### src/design/kmeans_2d_point_clustering_defines.svh
// assertion macros for the 2-d k-means clustering block
// used by the top level, expects clk_i and rst_ni in scope
`ifndef KMEANS_2D_POINT_CLUSTERING_DEFINES_SVH
`define KMEANS_2D_POINT_CLUSTERING_DEFINES_SVH

// condition holds at every edge out of reset
`define KMC_ASSERT_HOLDS(label, cond) \
  label: assert property (@(posedge clk_i) disable iff (!rst_ni) (cond)) \
    else $error("kmc assertion failed");

// consequent in the same cycle
`define KMC_ASSERT_IMPL(label, ante, cons) \
  label: assert property (@(posedge clk_i) disable iff (!rst_ni) (ante) |-> (cons)) \
    else $error("kmc assertion failed");

// consequent in the next cycle
`define KMC_ASSERT_NEXT(label, ante, cons) \
  label: assert property (@(posedge clk_i) disable iff (!rst_ni) (ante) |=> (cons)) \
    else $error("kmc assertion failed");

`endif

### src/design/kmc_div.sv
// restoring divider, one quotient bit per cycle
// no dependencies
module kmc_div #(
  parameter int unsigned NW = 27,
  parameter int unsigned DW = 18
) (
  input  logic          clk_i,
  input  logic          rst_ni,
  input  logic          start_i,
  input  logic [NW-1:0] dividend_i,
  input  logic [DW-1:0] divisor_i,
  output logic          busy_o,
  output logic [NW-1:0] quot_o
);
  localparam int unsigned CNT_W = $clog2(NW + 1);

  logic [NW-1:0] quot_q, quot_d;
  logic [DW:0] rem_q, rem_d, rem_sh;
  logic [DW-1:0] den_q;
  logic [CNT_W-1:0] cnt_q, cnt_d;
  logic busy_q, busy_d;

  always_comb begin
    rem_sh = {rem_q[DW-1:0], quot_q[NW-1]};
    quot_d = quot_q;
    rem_d = rem_q;
    cnt_d = cnt_q;
    busy_d = busy_q;
    if (start_i) begin
      quot_d = dividend_i;
      rem_d = '0;
      cnt_d = '0;
      busy_d = 1'b1;
    end else if (busy_q) begin
      if (rem_sh >= {1'b0, den_q}) begin
        rem_d = rem_sh - {1'b0, den_q};
        quot_d = {quot_q[NW-2:0], 1'b1};
      end else begin
        rem_d = rem_sh;
        quot_d = {quot_q[NW-2:0], 1'b0};
      end
      cnt_d = cnt_q + CNT_W'(1);
      if (cnt_q == CNT_W'(NW - 1)) begin
        busy_d = 1'b0;
      end
    end
  end

  always_ff @(posedge clk_i or negedge rst_ni) begin
    if (!rst_ni) begin
      busy_q <= 1'b0;
      cnt_q <= '0;
    end else begin
      busy_q <= busy_d;
      cnt_q <= cnt_d;
    end
  end

  always_ff @(posedge clk_i) begin
    quot_q <= quot_d;
    rem_q <= rem_d;
    if (start_i) begin
      den_q <= divisor_i;
    end
  end

  assign busy_o = busy_q;
  assign quot_o = quot_q;

endmodule

### config.mk
export PLATFORM = sky130hd
export DESIGN_NAME = kmc_div
export DESIGN_NICKNAME = d
export VERILOG_FILES = /design/src/design/kmeans_2d_point_clustering_defines.svh /design/src/design/kmc_div.sv
export SDC_FILE = /design/constraint.sdc
export NUM_CORES = 1
export LEC_CHECK = 0
export BUFFER_PORTS_ARGS = -buffer_cell sky130_fd_sc_hd__buf_4
export CELL_PAD_IN_SITES_DETAIL_PLACEMENT = 1
export CELL_PAD_IN_SITES_GLOBAL_PLACEMENT = 2
export CORE_ASPECT_RATIO = 0.6
export CORE_UTILIZATION = 30
export DETAILED_ROUTE_END_ITERATION = 6
export MAX_ROUTING_LAYER = met4
export PLACE_DENSITY_LB_ADDON = 0.1
export SYNTH_ARGS = -nofsm -noshare
export SYNTH_HDL_FRONTEND = slang
export SYNTH_SLANG_ARGS = --single-unit
### constraint.sdc
create_clock -name clk_i -period 6.4 [get_ports clk_i]
set_input_delay 0.32 -clock clk_i [delete_from_list [all_inputs] [get_ports clk_i]]
set_output_delay 0.32 -clock clk_i [all_outputs]
set_load 0.05 [all_outputs]
==> flow_metrics.py <==
metrics = {
    "place": {
        "dpl.hpwl_um": 6920,
        "io_buffers": 75,
        "gp_congestion": 0.810,
        "dp_cells": 563,
    },
    "timing": {
        "setup_viol": 0,
        "rsz0062_at_grt": "no",
        "hold_viol": 0,
        "worstMarginPinSlew_ns": 1.09,
        "skew_ns": 0.00631,
        "slew_headroom": 0.271,
        "period_minus_slack_ns": 2.90,
        "fmax_mhz": 345,
        "hold_ws_ns": 0.161,
        "fin_crit_sh": 0.453,
        "slew_violations": 0,
        "tns_ns": 0,
    },
    "hold_path": {
        "hp-start": "divisor_i[0]",
        "hp-class": "primary input to flop",
        "holdPathStages": 1,
        "hold_end": "den_q[0]",
    },
    "clock_tree": {
        "cts-root-buf": "clkbuf_16",
        "cts-htree-levels": 3,
        "cts_made_buffers": 9,
        "cts.clk_slew.worst_paths_ns": 0.06,
        "clock_path_buffers": 2,
        "cts_tree": "built",
        "cts_sinks": 69,
        "clkLatencyLatePin_ns": 0.33,
        "post_cts_resized": 0,
    },
    "grt": {
        "grt_max_degree": 63,
        "grt_pass1_vias": 2744,
        "grt_usage": 0.156,
        "grt_antenna_before_repair": 0,
        "grt_pass1_wl_um": 15000,
        "grt_overflow_total": 0,
    },
    "logic_synthesis": {
        "synth_area_leader_cell": "edfxtp_1",
        "synthCells": 338,
        "syn_avg_cell_area_um2": 11.3,
        "syn-cell-area_um2": 3840,
        "synth_fp_nets": 407,
        "ys.flop_type": "edfxtp_1",
        "synth_area_leaders": "edfxtp_1, dfxtp_1, mux2_2",
        "yosys_warnings": 0,
        "synth_edf_count": 45,
        "ys_types": 61,
        "ys_ff_latch": 69,
        "async_flop_share": 0.0870,
        "ys_seq_area_frac": 0.485,
        "netlist.area_leader.share": 0.352,
    },
    "floorplan": {
        "die_h_um": 89.6,
        "die-area_um2": 13300,
        "core_area_um2": 12300,
        "io_pins": 76,
        "start_util": 0.313,
        "die_w_um": 148,
        "core.rowCount": 31,
    },
    "setup_path": {
        "worst-r2r-cell-count": 10,
        "worstPathRequired_ns": 6.60,
        "crit_path_end_kind": "flop",
        "cp_max_fo": 5,
        "startpoint_type": "flop",
        "r2r_slack_ns": 3.50,
        "critical_path_class": "flop to flop",
        "critPathArrivalTime_ns": 3.09,
        "r2r_end": "rem_q[14]",
        "timing.rr.start": "quot_o[26]",
    },
    "cells_and_area": {
        "instances_no_fill": 580,
        "layout.nets": 479,
        "diodes": 0,
        "fill_cells": 1392,
        "multi_input_area_um2": 1770,
        "regArea_um2": 1860,
        "area_growth_syn_to_layout_pct": 25.6,
        "fin_util": 0.393,
        "drive_gt1_frac": 0.318,
    },
    "status": {
        "status": "completed",
    },
    "drt": {
        "antenna_left": 0,
        "via_count": 2784,
        "dr.pass1.iters": 4,
        "wl_um": 9600,
        "wl_per_cell_um": 16.6,
        "drtIter0Drc": 157,
        "via_per_inst": 4.80,
        "drc": 0,
    },
    "power": {
        "p_int_uw": 928,
        "leakagePower_uw": 0.00203,
        "power_frac_seq": 0.408,
        "p_clk_frac": 0.375,
        "swShare": 0.293,
        "pwr-share-comb": 0.217,
        "cellPowerDensity_nw_per_um2": 272,
        "ir_worst_vdd_mv": 0.114,
        "switchingPower_uw": 385,
    },
    "run": {
        "drv_cap": 0,
    },
}
[worst max-delay path: stages (launching register included)]
cell and delay [ns]:
edfxtp_1 0.41, inv_1 0.06, ha_1 0.22, fa_1 0.39, nand2b_1 0.18, a21oi_1 0.35, o21ba_2 0.29, or3b_1 0.37
a41o_1 0.24, o21bai_1 0.16, o21ai_1 0.07
[sequential cells by signal (all words and copies together), names as in the netlist]
signal and flops:
quot_o 27, rem_q 18, busy_o 1, den_q 18, cnt_q 5
[power groups by stage]
stage	logic, µW	registers (µW)	clock network, µW
2_1_floorplan	141	604	0
3_3_place_gp	285	544	0
3_5_place_dp	285	545	0
4_1_cts	287	537	506
5_1_grt	309	541	529
6_report	285	536	492
[final cells by class]
class,count,share of cell area
Timing Repair Buffer,78,0.122
Clock buffer,12,0.0491
Sequential cell,69,0.386
Clock inverter,4,0.0106
Inverter,27,0.0210
Tap cell,165,0.0428
Multi-Input combinational cell,225,0.368
[cells in the mapped netlist, types with 3 or more instances]
master and number:
dfrtp_1 6, nor2_1 22, xor2_1 10, nand2b_1 8
a32oi_1 4, o311ai_1 5, dfxtp_1 18, a211oi_1 4
edfxtp_1 45, xnor2_1 6, clkbuf_1 8, ha_1 20
mux2_2 26, a21oi_1 13, o21ai_1 7, nand4_1 5
o21ai_0 7, buf_6 3, nand2_1 23, nor3_1 4
buf_4 3, mux2i_1 9, inv_1 26, nand3_1 7
a21oi_2 4
[metrics by stage]
stage                     setup WS (ns)  total power, µW  instance area [µm²]
after floorplan                    3.64              745                 3840
after global placement             3.52              829                 4520
after detailed placement           3.53              831                 4520
after CTS                          3.51             1330                 4820
after global routing               3.30             1380                 4820
final                              3.50             1310                 4820
[worst max path at each step]
stage                           from   endpoint  slack [ns]
after floorplan           quot_o[26]  rem_q[14]        3.64
after global placement    quot_o[26]  rem_q[14]        3.52
after detailed placement   den_q[14]   rem_q[9]        3.53
after CTS                  den_q[14]   rem_q[9]        3.51
after global routing       den_q[10]   rem_q[7]        3.30
final                     quot_o[26]  rem_q[14]        3.50
[what timing repair did]
action	4_1_cts	5_1_grt
hold endpoints to repair	6	0
hold buffers	1	0
endpoints found under the setup margin	0	0
setup buffers	0	0
[logic make-up (layout without fill, tap and decap cells)]
kind of cell	Yosys count	in the layout	share of synthesized area
adder cells (fa/ha/maj)	21	21	0.0705
flip-flops	69	69	0.485
XOR/XNOR	16	16	0.0365
AO/OA/AOI/OAI	70	70	0.144
buffers and inverters	44	121	0.0522
multiplexers	35	35	0.0998
AND/OR/NAND/NOR	83	83	0.112
[metal layers]
| metal | track usage | wire length, µm |
|---|---|---|
| met1 | 0.232 | 5310 |
| met2 | 0.198 | 3810 |
| met3 | 0.0434 | 390 |
| met4 | 0.0422 | 95 |
| met5 | - | 0 |
[placed cells by master (no fill, tap or decap), types with 3 or more instances in the layout]
cell type and count:
nand2_1 23, xor2_1 10, a32oi_1 4, clkbuf_1 3, dfxtp_1 18, clkbuf_16 9, a21oi_2 4, buf_4 77
ha_1 20, nor3_1 4, mux2_2 26, inv_1 26, nand3_1 7, dfrtp_1 6, xnor2_1 6, a21oi_1 13
a211oi_1 4, o21ai_1 7, mux2i_1 9, nor2_1 22, edfxtp_1 45, nand4_1 5, o311ai_1 5, o21ai_0 7
nand2b_1 8
No activity file was read; power rests on OpenSTA's default activity.
